[src/hdl/pstg_pkg.sv]
// types and constants shared by the pulse/saw tone generator
// no dependencies

package pstg_pkg;

    localparam int unsigned ADDR_W = 16;
    localparam int unsigned DATA_W = 8;
    localparam int unsigned CFG_W  = 16;

    localparam logic [3:0] REGION_PULSE_A = 4'h9;
    localparam logic [3:0] REGION_PULSE_B = 4'hA;
    localparam logic [3:0] REGION_SAW     = 4'hB;

    localparam logic [1:0] REG_CTRL      = 2'd0;
    localparam logic [1:0] REG_PERIOD_LO = 2'd1;
    localparam logic [1:0] REG_PERIOD_HI = 2'd2;

    localparam logic CFG_LINE0_MASK = 1'b0;
    localparam logic CFG_LINE1_MASK = 1'b1;

    localparam logic [CFG_W-1:0] LINE0_MASK_RESET = 16'h0001;
    localparam logic [CFG_W-1:0] LINE1_MASK_RESET = 16'h0002;

    localparam logic [3:0] SAW_WRAP_PHASE = 4'd14;

    typedef struct packed {
        logic              command;
        logic [ADDR_W-1:0] bus_address;
        logic [DATA_W-1:0] write_data;
    } t_in_item;

    typedef struct packed {
        logic [3:0] pulse_a_level;
        logic [3:0] pulse_b_level;
        logic [7:0] saw_level;
    } t_out_item;

    typedef struct packed {
        logic              wr;
        logic              tick;
        logic [1:0]        idx;
        logic [DATA_W-1:0] data;
    } t_chan_ctl;

endpackage

[src/hdl/pulse_saw_tone_generator_unit.sv]
// top level of the pulse/saw tone generator: input register, address decode, result register
// depends on pstg_pkg, pstg_pulse, pstg_saw

// Takes one transaction per clock cycle while input ready is high (a bus write or an audio
// tick) and returns one transaction with the three voice levels after it. The item is
// captured in an input register, every voice updates its state from it, and the levels
// land in a result register. The result register decouples the two sides, so a new
// item is taken while a result waits; input ready drops only while both registers are full
// and the output is stalled. The address masks are written through the config port.

module pulse_saw_tone_generator_unit (
    input  logic                        i_clk,
    input  logic                        i_rst_n,
    input  logic                        i_cfg_we,
    input  logic                        i_cfg_index,
    input  logic [pstg_pkg::CFG_W-1:0]  i_cfg_data,
    input  logic                        i_in_valid,
    output logic                        o_in_ready,
    input  pstg_pkg::t_in_item          i_in_item,
    output logic                        o_out_valid,
    input  logic                        i_out_ready,
    output pstg_pkg::t_out_item         o_out_item
);

    logic [pstg_pkg::CFG_W-1:0] r_line0_mask;
    logic [pstg_pkg::CFG_W-1:0] r_line1_mask;

    logic               r_in_valid;
    pstg_pkg::t_in_item r_in_item;
    logic                r_out_valid;
    pstg_pkg::t_out_item r_out_item;

    logic                advance;
    logic [1:0]          idx;
    logic [3:0]          region;
    logic                is_write;
    pstg_pkg::t_chan_ctl ctl_a;
    pstg_pkg::t_chan_ctl ctl_b;
    pstg_pkg::t_chan_ctl ctl_saw;
    pstg_pkg::t_out_item n_out_item;

    assign advance    = r_in_valid && (!r_out_valid || i_out_ready);
    assign o_in_ready = !r_in_valid || advance;

    always_ff @(posedge i_clk) begin
        if (!i_rst_n) begin
            r_line0_mask <= pstg_pkg::LINE0_MASK_RESET;
            r_line1_mask <= pstg_pkg::LINE1_MASK_RESET;
        end else if (i_cfg_we) begin
            unique case (i_cfg_index)
                pstg_pkg::CFG_LINE0_MASK: r_line0_mask <= i_cfg_data;
                pstg_pkg::CFG_LINE1_MASK: r_line1_mask <= i_cfg_data;
                default: begin
                end
            endcase
        end
    end

    assign idx      = {|(r_in_item.bus_address & r_line1_mask),
                       |(r_in_item.bus_address & r_line0_mask)};
    assign region   = r_in_item.bus_address[15:12];
    assign is_write = advance && !r_in_item.command;

    always_comb begin
        ctl_a.wr     = is_write && (region == pstg_pkg::REGION_PULSE_A);
        ctl_a.tick   = advance && r_in_item.command;
        ctl_a.idx    = idx;
        ctl_a.data   = r_in_item.write_data;
        ctl_b        = ctl_a;
        ctl_b.wr     = is_write && (region == pstg_pkg::REGION_PULSE_B);
        ctl_saw      = ctl_a;
        ctl_saw.wr   = is_write && (region == pstg_pkg::REGION_SAW);
    end

    pstg_pulse u_pulse_a (
        .i_clk        (i_clk),
        .i_rst_n      (i_rst_n),
        .i_ctl        (ctl_a),
        .o_level_next (n_out_item.pulse_a_level)
    );

    pstg_pulse u_pulse_b (
        .i_clk        (i_clk),
        .i_rst_n      (i_rst_n),
        .i_ctl        (ctl_b),
        .o_level_next (n_out_item.pulse_b_level)
    );

    pstg_saw u_saw (
        .i_clk        (i_clk),
        .i_rst_n      (i_rst_n),
        .i_ctl        (ctl_saw),
        .o_level_next (n_out_item.saw_level)
    );

    always_ff @(posedge i_clk) begin
        if (!i_rst_n) begin
            r_in_valid  <= 1'b0;
            r_out_valid <= 1'b0;
        end else begin
            if (o_in_ready) begin
                r_in_valid <= i_in_valid;
            end
            if (advance) begin
                r_out_valid <= 1'b1;
            end else if (i_out_ready) begin
                r_out_valid <= 1'b0;
            end
        end
    end

    always_ff @(posedge i_clk) begin
        if (o_in_ready && i_in_valid) begin
            r_in_item <= i_in_item;
        end
        if (advance) begin
            r_out_item <= n_out_item;
        end
    end

    assign o_out_valid = r_out_valid;
    assign o_out_item  = r_out_item;

endmodule

[src/hdl/pstg_pulse.sv]
// one pulse voice: register file, countdown timer, 16-step duty sequencer
// depends on pstg_pkg

module pstg_pulse (
    input  logic              i_clk,
    input  logic              i_rst_n,
    input  pstg_pkg::t_chan_ctl i_ctl,
    output logic [3:0]        o_level_next
);

    logic [3:0]  r_volume,    n_volume;
    logic [2:0]  r_duty,      n_duty;
    logic        r_constant,  n_constant;
    logic [11:0] r_period,    n_period;
    logic        r_on,        n_on;
    logic [12:0] r_countdown, n_countdown;
    logic [3:0]  r_phase,     n_phase;
    logic [3:0]  r_out,       n_out;

    logic [12:0] cd_dec;
    logic [3:0]  phase_inc;

    assign cd_dec    = r_countdown - 13'd1;
    assign phase_inc = r_phase + 4'd1;

    always_comb begin
        n_volume    = r_volume;
        n_duty      = r_duty;
        n_constant  = r_constant;
        n_period    = r_period;
        n_on        = r_on;
        n_countdown = r_countdown;
        n_phase     = r_phase;
        n_out       = r_out;
        if (i_ctl.wr) begin
            unique case (i_ctl.idx)
                pstg_pkg::REG_CTRL: begin
                    n_volume   = i_ctl.data[3:0];
                    n_duty     = i_ctl.data[6:4];
                    n_constant = i_ctl.data[7];
                end
                pstg_pkg::REG_PERIOD_LO: begin
                    n_period[7:0] = i_ctl.data;
                end
                pstg_pkg::REG_PERIOD_HI: begin
                    n_period[11:8] = i_ctl.data[3:0];
                    n_on           = i_ctl.data[7];
                end
                default: begin
                end
            endcase
        end else if (i_ctl.tick) begin
            n_countdown = cd_dec;
            if (cd_dec == '0) begin
                n_phase     = phase_inc;
                n_countdown = {1'b0, r_period} + 13'd1;
                if (r_on) begin
                    if (r_constant || (phase_inc <= {1'b0, r_duty})) begin
                        n_out = r_volume;
                    end else begin
                        n_out = '0;
                    end
                end
            end
            if (!r_on) begin
                n_out = '0;
            end
        end
    end

    always_ff @(posedge i_clk) begin
        if (!i_rst_n) begin
            r_volume    <= '0;
            r_duty      <= 3'd1;
            r_constant  <= 1'b0;
            r_period    <= '0;
            r_on        <= 1'b0;
            r_countdown <= 13'd1;
            r_phase     <= '0;
            r_out       <= '0;
        end else begin
            r_volume    <= n_volume;
            r_duty      <= n_duty;
            r_constant  <= n_constant;
            r_period    <= n_period;
            r_on        <= n_on;
            r_countdown <= n_countdown;
            r_phase     <= n_phase;
            r_out       <= n_out;
        end
    end

    assign o_level_next = n_out;

endmodule

[src/hdl/pstg_saw.sv]
// sawtooth voice: register file, countdown timer, accumulating 14-step ramp
// depends on pstg_pkg

module pstg_saw (
    input  logic              i_clk,
    input  logic              i_rst_n,
    input  pstg_pkg::t_chan_ctl i_ctl,
    output logic [7:0]        o_level_next
);

    logic [5:0]  r_rate,      n_rate;
    logic [11:0] r_period,    n_period;
    logic        r_on,        n_on;
    logic [12:0] r_countdown, n_countdown;
    logic [3:0]  r_phase,     n_phase;
    logic [7:0]  r_sum,       n_sum;
    logic [7:0]  r_out,       n_out;

    logic [12:0] cd_dec;
    logic [3:0]  phase_inc;
    logic [7:0]  sum_step;

    assign cd_dec    = r_countdown - 13'd1;
    assign phase_inc = r_phase + 4'd1;
    // accumulate only on even nonzero steps
    assign sum_step  = ((r_phase != '0) && !r_phase[0]) ? (r_sum + {2'b00, r_rate}) : r_sum;

    always_comb begin
        n_rate      = r_rate;
        n_period    = r_period;
        n_on        = r_on;
        n_countdown = r_countdown;
        n_phase     = r_phase;
        n_sum       = r_sum;
        n_out       = r_out;
        if (i_ctl.wr) begin
            unique case (i_ctl.idx)
                pstg_pkg::REG_CTRL: begin
                    n_rate = i_ctl.data[5:0];
                end
                pstg_pkg::REG_PERIOD_LO: begin
                    n_period[7:0] = i_ctl.data;
                end
                pstg_pkg::REG_PERIOD_HI: begin
                    n_period[11:8] = i_ctl.data[3:0];
                    n_on           = i_ctl.data[7];
                end
                default: begin
                end
            endcase
        end else if (i_ctl.tick) begin
            n_countdown = cd_dec;
            if (cd_dec == '0) begin
                n_countdown = {1'b0, r_period} + 13'd1;
                if (phase_inc == pstg_pkg::SAW_WRAP_PHASE) begin
                    n_phase = '0;
                    n_sum   = '0;
                end else begin
                    n_phase = phase_inc;
                    n_sum   = sum_step;
                end
                if (r_on) begin
                    n_out = n_sum;
                end
            end
        end
    end

    always_ff @(posedge i_clk) begin
        if (!i_rst_n) begin
            r_rate      <= '0;
            r_period    <= '0;
            r_on        <= 1'b0;
            r_countdown <= 13'd1;
            r_phase     <= '0;
            r_sum       <= '0;
            r_out       <= '0;
        end else begin
            r_rate      <= n_rate;
            r_period    <= n_period;
            r_on        <= n_on;
            r_countdown <= n_countdown;
            r_phase     <= n_phase;
            r_sum       <= n_sum;
            r_out       <= n_out;
        end
    end

    assign o_level_next = n_out;

endmodule

[config.mk]
export PLATFORM = sky130hd
export DESIGN_NAME = pulse_saw_tone_generator_unit
export DESIGN_NICKNAME = d
export VERILOG_FILES = /design/src/hdl/pstg_pkg.sv /design/src/hdl/pulse_saw_tone_generator_unit.sv /design/src/hdl/pstg_pulse.sv /design/src/hdl/pstg_saw.sv
export SDC_FILE = /design/constraint.sdc
export NUM_CORES = 1
export LEC_CHECK = 0
export BUFFER_PORTS_ARGS = -buffer_cell sky130_fd_sc_hd__clkbuf_2
export CORE_AREA = 4 4 126 158
export CTS_BUF_LIST = sky130_fd_sc_hd__clkbuf_16
export DETAILED_ROUTE_END_ITERATION = 8
export DIE_AREA = 0 0 130 162
export GPL_TIMING_DRIVEN = 0
export PLACE_DENSITY = 0.73
export SLEW_MARGIN = 15
export SYNTH_ARGS = -nofsm -noshare
export SYNTH_HDL_FRONTEND = slang
export SYNTH_SLANG_ARGS = --single-unit
[constraint.sdc]
create_clock -name i_clk -period 6.14 [get_ports i_clk]
set_clock_uncertainty 0.1 [all_clocks]
set_input_delay 1.535 -clock i_clk [delete_from_list [all_inputs] [get_ports i_clk]]
set_output_delay 1.535 -clock i_clk [all_outputs]
set_load 0.05 [all_outputs]
# Word-level counts from Yosys, hierarchy flattened
# Cells that the tools add are included.
[classes] addsub=10 order_cmp=2 eq_ne=6 n_mux=22 n_bitwise=6 reduce_logical=41
[ops] cell="$mux 8" n=6
[ops] cell="$mux 4" n=11
[ops] cell="$add 12x1->13 const B" n=3
[ops] cell="$logic_not 13->1" n=3
[ops] cell="$mux 13" n=3
[ops] cell="$sub 13x1->13 const B" n=3
[ops] cell="$and 16x16->16" n=2
[ops] cell="$reduce_or 16->1" n=2
[ops] cell="$reduce_and 2->1" n=14
[ops] cell="$eq 4x4->1 const B" n=4
[ops] cell="$add 4x1->4 const B" n=3
[ops] cell="$reduce_and 3->1" n=3
[ops] cell="$add 8x6->8" n=1
[ops] cell="$le 4x3->1" n=2
[ops] cell="$logic_and 1x1->1" n=8
[ops] cell="$logic_not 1->1" n=4
[ops] cell="$logic_or 1x1->1" n=4
[ops] cell="$not 1->1" n=4
[ops] cell="$reduce_bool 4->1" n=1
[ops] cell="$eq 2x1->1 const B" n=1
[ops] cell="$eq 2x2->1 const B" n=1
[ops] cell="$logic_not 2->1" n=1
[ops] cell="$mux 1" n=2
[ops] cell="$reduce_bool 2->1" n=1
[word_totals] ff_bits=211 input_bits=47 elab_cells=123

# Logic depth before layout (Yosys ltp)
# Gate-level depths: netlist of the first run.
[logic_depth] depth_word=8 ltp_mapped=10 ltp_nobuf=10

# Modules after synthesis
# A second synthesis of the first run with hierarchy kept.
[unflattened] cells_unflattened=1129 hier_area_um2=10540.1
[modules_own_cells] module="pstg_saw" n_inst=1 cells_per_inst=346 area_each_um2=2954.1
[modules_own_cells] module="pulse_saw_tone_generator_unit" n_inst=1 cells_per_inst=219 area_each_um2=2757.6
[modules_own_cells] module="pstg_pulse (u_pulse_a)" n_inst=1 cells_per_inst=282 area_each_um2=2437.3
[modules_own_cells] module="pstg_pulse (u_pulse_b)" n_inst=1 cells_per_inst=282 area_each_um2=2391.0

# Least setup slack after synthesis of the first run
# No wires, ideal clock.
[synth_timing] path_kind="input to register" from="input i_out_ready" to="register r_out_item (netlist bit o_out_item[5]), data pin" setup_time_ns=0.262 arrival_time_ns=3.873 slack_ns=1.905 cell_stages=8 n_path_buf=1 path_cell_list="nor2b_1 -> nor2b_1 -> nand2_1 -> nor4_4 -> nand2_2 -> buf_2 -> and2_1 -> or2_2"
[synth_rtl] element="from (decl)" line="pulse_saw_tone_generator_unit.sv:21" text="input logic i_out_ready,"
[synth_rtl] element="to (signal assigned)" line="pulse_saw_tone_generator_unit.sv:117" text="r_out_item <= n_out_item;"
[synth_rtl] element="to (decl)" line="pulse_saw_tone_generator_unit.sv:31" text="pstg_pkg::t_out_item r_out_item;"

==> impl_metrics.ini, run 1 <==
[finish]
multi_input_area_sq_um = 5070
insertedDiodeCount = 0
final_util_pct = 61.3
drive_gt1_share_pct = 11.2
nets = 1249
stdcell_count = 1423
regArea_sq_um = 4630
fill_cells = 1614
syn2layout_area_growth_pct = 13.4

[timing]
period_share_pct = 67.2
layout_min_cycle_time_ns = 4.12
rsz0062_at_grt = no
hold_ws_ns = 0.354
fmax_mhz = 242
slew_violations = 0
setup_viol = 0
tns_ns = 0
relSlewSlack_pct = 36.5
hold_viol = 0
tightest_slew_ns = 0.953

[floorplan]
rows = 56
design.die.area_sq_um = 21100
coreArea_sq_um = 18500
start_util_pct = 54.1
io_pins = 65
fp.dieW_um = 130
dieHeight_um = 162

[worst_setup_path]
worst-endpoint-required_ns = 6.30
worstPathCellList = clkbuf_2, nor2b_1, nor2b_2, buf_8, nand2_1, clkbuf_1, buf_1, nor3_1, a22o_1
worst_setup_path_end_kind = flop
startpoint_type = input pin
r2r_cells = 9
crit_arrival_ns = 4.29
worst_path_largest_cell_delay_ns = 0.69
criticalPathCategory = input pin to flop
crit_path_top_delay_cell = buf_1
crit_fanout = 11

[clock_network]
clkTransAtPathRegs_ns = 0.06
tritoncts = yes
post-cts-setup-buffers = 0
ctsResizeCount = 0
htree_levels = 1
holdBufCountCts = 0
cts_inserted_buffers = 22
ctsRootBufferMaster = clkbuf_16
cts_buffer_depth = 3
clk_latency_ns = 0.51
cts_sinks = 211

[synthesis]
avgSynthCellArea_sq_um = 9.21
yosys.area.top_type = dfxtp_1
synth_area_leaders = dfxtp_1 34%, edfxtp_1 12%, mux2i_1 5.9%, nand2_1 5.3%, a21oi_1 4.1%
synth_top_area_share_pct = 34.0
netlist_instances = 1086
synth_edf_count = 41
yosysWarnings = 0
synth_cell_types = 76
synth_top_flop_cell = dfxtp_1
yosys_register_bits = 211
synthArstFlopShare_pct = 0
ys_seq_area_share_pct = 46.3
netlist_area_sq_um = 10000
syn-num-nets = 1160
netlist_top_cells_count = 170 x dfxtp_1, 140 x nand2_1, 99 x nor2_1
synth.most_common_cell = dfxtp_1

[run_status]
run_status = completed

[global_route]
gr-total-overflow = 0
grt_start_max_net_pins = 26
grt_first_pass_wirelength_um = 41300
track_usage_pct = 24.7
grt_pass1_vias = 7950
antenna_found_initial = 0

[detailed_routing]
vias_per_cell = 5.85
postRouteWirelength_um = 26000
route.detailed.drc = 0
wl_per_cell_um = 18.2
vias = 8319
drt-initial-drc-count = 573
antenna_left = 0
firstDrtPassIters = 5

[place]
port_buffers = 64
placed_cells_incl_taps = 1383
gp_congestion = 0.943
hpwl_um = 18900

[power]
finalPower_mw = 3.10
p_int_mw = 2.31
vdd_drop_max_v = 0.000273
power_frac_seq_pct = 47.6
pwr_density_cell_nw_per_um2 = 273
p_sw_share_pct = 25.5
p_sw_mw = 0.790
p_leak_nw = 4.64
comb_power_share_pct = 10.2
clock_power_share_pct = 42.2

[hold_path]
whs_path_depth = 2
hold_path_class = flop to flop

[run]
max_cap_viol_count = 0
[power groups by stage]
stage          clock network (mW)  logic, mW  registers, mW
2_1_floorplan                   0      0.197           1.51
3_3_place_gp                    0      0.308           1.50
3_5_place_dp                    0      0.312           1.51
4_1_cts                      1.33      0.313           1.48
5_1_grt                      1.39      0.345           1.48
6_report                     1.31      0.317           1.48
[critical path, delay by kind of cell]
kind,cells,cell delay [ns]
AO/OA/AOI/OAI,1,0.26
AND/OR/NAND/NOR,4,0.97
buffers and inverters,4,1.51
[metal layers]
layer	wire length, um	vias to the layer above	track usage [%]
met1	10700	3869	30.1
li1	-	4081	-
met2	12500	278	42.0
met5	0	-	0
met3	1550	91	4.01
met4	1290	0	11.8
[flip-flops by register name, summed over array words and instances (netlist names), 12 cells and up]
signal and cells:
u_saw.r_countdown 13, u_pulse_a.r_period 12, o_out_item 16, u_pulse_b.r_period 12, u_pulse_a.r_countdown 13, r_line1_mask 16, r_in_item 17, u_pulse_b.r_countdown 13
r_line0_mask 16, u_saw.r_period 12
[through the flow]
| stage | setup WS [ns] | instance area [sq um] |
|---|---|---|
| 3_5_place_dp | 1.52 | 10600 |
| 6_report | 2.02 | 11300 |
| 2_1_floorplan | 1.90 | 10000 |
| 5_1_grt | 1.92 | 11300 |
| 4_1_cts | 2.06 | 11300 |
| 3_3_place_gp | 0.438 | 10600 |
[cell families after synthesis]
kind of cell | share of synthesized area, %
compound gates | 14.5
xor+xnor | 5.25
fa+ha+maj | 3.45
buf+inv | 3.08
flops | 46.3
mux | 6.35
simple gates | 21.1
[layout by cell type, fill, tap and decap left out, drive strengths merged, types with 4 or more instances in the layout]
master and n:
edfxtp 41, nand2 142, nor3b 5, o211a 4, nor4b 4, a211oi 8, nor3 27, buf 11
and2 14, ha 26, clkinv 10, dfxtp 170, a311oi 4, nor2 99, or4 6, nand3 47
nor4 11, o22ai 6, o31ai 9, a21oi 82, and3 23, mux2 4, xor2 21, inv 28
a21o 11, nor2b 12, mux2i 59, nand4 15, clkbuf 130, nand2b 4, a22o 25, a221oi 8
xnor2 39, o21ai 28, or3 10
[cell type report]
| cell class | count | share of cell area (%) |
|---|---|---|
| plain buffers | 53 | 1.92 |
| clock buffers | 23 | 5.07 |
| clock inverters | 17 | 1.17 |
| inverters | 24 | 0.794 |
| multi-input cells | 798 | 44.7 |
| flip-flops and latches | 211 | 40.9 |
| well taps | 232 | 2.56 |
| repair buffers | 65 | 2.96 |
[worst paths after layout]
kind,from,to,slack [ns]
setup / recovery,i_out_ready,o_out_item[10],2.02
hold reg to reg,r_line0_mask[10],r_line0_mask[10],0.35
setup reg to reg,u_pulse_b.r_countdown[0],o_out_item[10],2.68
hold / removal,r_line0_mask[10],r_line0_mask[10],0.35
No activity file was read; power rests on OpenSTA's default activity.
==> run 2: changes to the inputs <==
--- a/config.mk
+++ b/config.mk
@@ -11,7 +11,7 @@
 export DETAILED_ROUTE_END_ITERATION = 8
 export DIE_AREA = 0 0 130 162
 export GPL_TIMING_DRIVEN = 0
-export PLACE_DENSITY = 0.73
+export PLACE_DENSITY = 0.76
 export SLEW_MARGIN = 15
 export SYNTH_ARGS = -nofsm -noshare
 export SYNTH_HDL_FRONTEND = slang
==> constraint.sdc (replaced) <==
create_clock -name i_clk -period 3.34 [get_ports i_clk]
set_clock_uncertainty 0.1 [all_clocks]
set_input_delay 0.835 -clock i_clk [delete_from_list [all_inputs] [get_ports i_clk]]
set_output_delay 0.835 -clock i_clk [all_outputs]
set_load 0.05 [all_outputs]
==> impl_metrics.ini, run 2 (same netlist as run 1, synthesis figures left out) <==
[worst_setup_path]
criticalPathCategory = flop to flop
worst-endpoint-required_ns = 3.68
rr_startpoint = u_pulse_a.r_countdown[0]
reg2reg_slack_ns = 0.11
worst_setup_path_end_kind = flop
r2r_cells = 9
crit_arrival_ns = 3.57
rr_endpoint = u_pulse_a.r_out[3]
startpoint_type = flop
crit_fanout = 10

[place]
hpwl_um = 18900
placed_cells_incl_taps = 1382
gp_congestion = 0.915
postPlaceCellArea_sq_um = 10600
port_buffers = 64

[clock_network]
cts_inserted_buffers = 22
clk_latency_ns = 0.51
tritoncts = yes
ctsRootBufferMaster = clkbuf_16
cts_buffer_depth = 3
clkTransAtPathRegs_ns = 0.06
cts_sinks = 211
htree_levels = 1
holdBufCountCts = 0

[timing]
period_share_pct = 96.7
slew_violations = 0
tightest_slew_ns = 0.931
layout_min_cycle_time_ns = 3.23
relSlewSlack_pct = 37.9
setup_viol = 0
rsz0062_at_grt = no
hold_viol = 0
fmax_mhz = 310

[floorplan]
dieHeight_um = 162
rows = 56
design.die.area_sq_um = 21100
start_util_pct = 54.1
coreArea_sq_um = 18500
io_pins = 65
fp.dieW_um = 130

[detailed_routing]
drt-initial-drc-count = 661
route.detailed.drc = 0
postRouteWirelength_um = 26400
vias = 8484
wl_per_cell_um = 18.5
vias_per_cell = 5.95
antenna_left = 0
firstDrtPassIters = 5

[finish]
largest_register = r_in_item
fill_cells = 1606
regArea_sq_um = 4630
final_cell_mix = 170 x dfxtp_1, 140 x nand2_1, 99 x nor2_1, 82 x a21oi_1, 64 x clkbuf_2
multi_input_area_sq_um = 5100
drive_gt1_share_pct = 11.4
syn2layout_area_growth_pct = 13.7
insertedDiodeCount = 0
largest_reg_flops = 17
nets = 1251
finalInstanceArea_sq_um = 11400
final_common_cell = dfxtp_1
stdcell_count = 1425

[global_route]
antenna_found_initial = 0
grt_start_max_net_pins = 26
gr-total-overflow = 0
grt_first_pass_wirelength_um = 42100
top_usage_layer = met2
grt_pass1_vias = 8244
use_met2_pct = 43.2
grt_use_met3_pct = 3.13
grt_util_met1_pct = 30.7
track_usage_pct = 25.0

[power]
vdd_drop_max_v = 0.000405
p_leak_nw = 4.67
pwr_density_cell_nw_per_um2 = 501

[hold_path]
hold_path_class = flop to flop
min_from = r_line1_mask[6]
whs_endpoint = r_line1_mask[6]
whs_path_depth = 2

[run]
max_cap_viol_count = 0

[run_status]
run_status = completed
## run 2: changes by cell type in the layout (fill, tap and decap cells not counted), sizes merged
| cell | change |
|---|---|
| clkinv | -7 |
| buf | +2 |
| inv | +7 |
## run 2: worst max path at each step
stage,start,endpoint,slack (ns),cells after the start
floorplan,i_out_ready,o_out_item[5],0.17,8
global placement,i_out_ready,u_saw.r_phase[3],-0.88,10
detailed placement,i_out_ready,u_saw.r_phase[3],-0.93,10
CTS,u_pulse_a.r_countdown[0],o_out_item[12],0.006,9
global route,u_pulse_b.r_countdown[0],o_out_item[11],0.01,9
finish,u_pulse_a.r_countdown[0],u_pulse_a.r_out[3],0.11,9
## run 2: per-stage QoR
step	total power [mW]	setup TNS, ns	utilization [%]	hold slack (ns)	worst slack [ns]
2_1_floorplan	3.14	0	-	0.336	0.172
3_3_place_gp	3.33	-31.39	57.4	0.341	-0.884
3_5_place_dp	3.34	-36.31	57.4	0.346	-0.935
4_1_cts	5.70	0	61.2	0.354	0.00610
5_1_grt	5.88	0	61.5	0.374	0.0110
6_report	5.69	0	61.5	0.353	0.112
## run 2: worst max-delay path: stages (launching register included)
cell and delay, ns:
dfxtp_1 0.46, inv_1 0.07, ha_1 0.25, nor3b_2 0.22, and2_2 0.25, or4_4 0.55
a211o_1 0.37, buf_2 0.22, nor3_1 0.47, a22o_1 0.20
## run 2: report_power, final
| part | switching [mW] | internal, mW |
|---|---|---|
| Sequential | 0.0523 | 2.66 |
| Clock | 0.994 | 1.39 |
| Combinational | 0.403 | 0.192 |
| Total | 1.45 | 4.25 |
## run 2: layer usage
metal	vias to the layer above	wire length, um
li1	4078	-
met1	3985	10600
met2	330	13000
met3	91	1620
met4	0	1180
met5	-	0
## run 2: area by class of cell
type / instances / share of cell area, %
clock buffers: 23 / 5.06
flip-flops and latches: 211 / 40.7
inverters: 24 / 0.792
plain buffers: 53 / 1.92
well taps: 232 / 2.55
multi-input cells: 798 / 44.8
clock inverters: 17 / 1.08
repair buffers: 67 / 3.01
## run 2: repair_timing
item	4_1_cts	5_1_grt
setup endpoints to repair	24	13
cloned	0	0
pin swaps	0	1
resized for setup	3	4
setup buffers	0	3
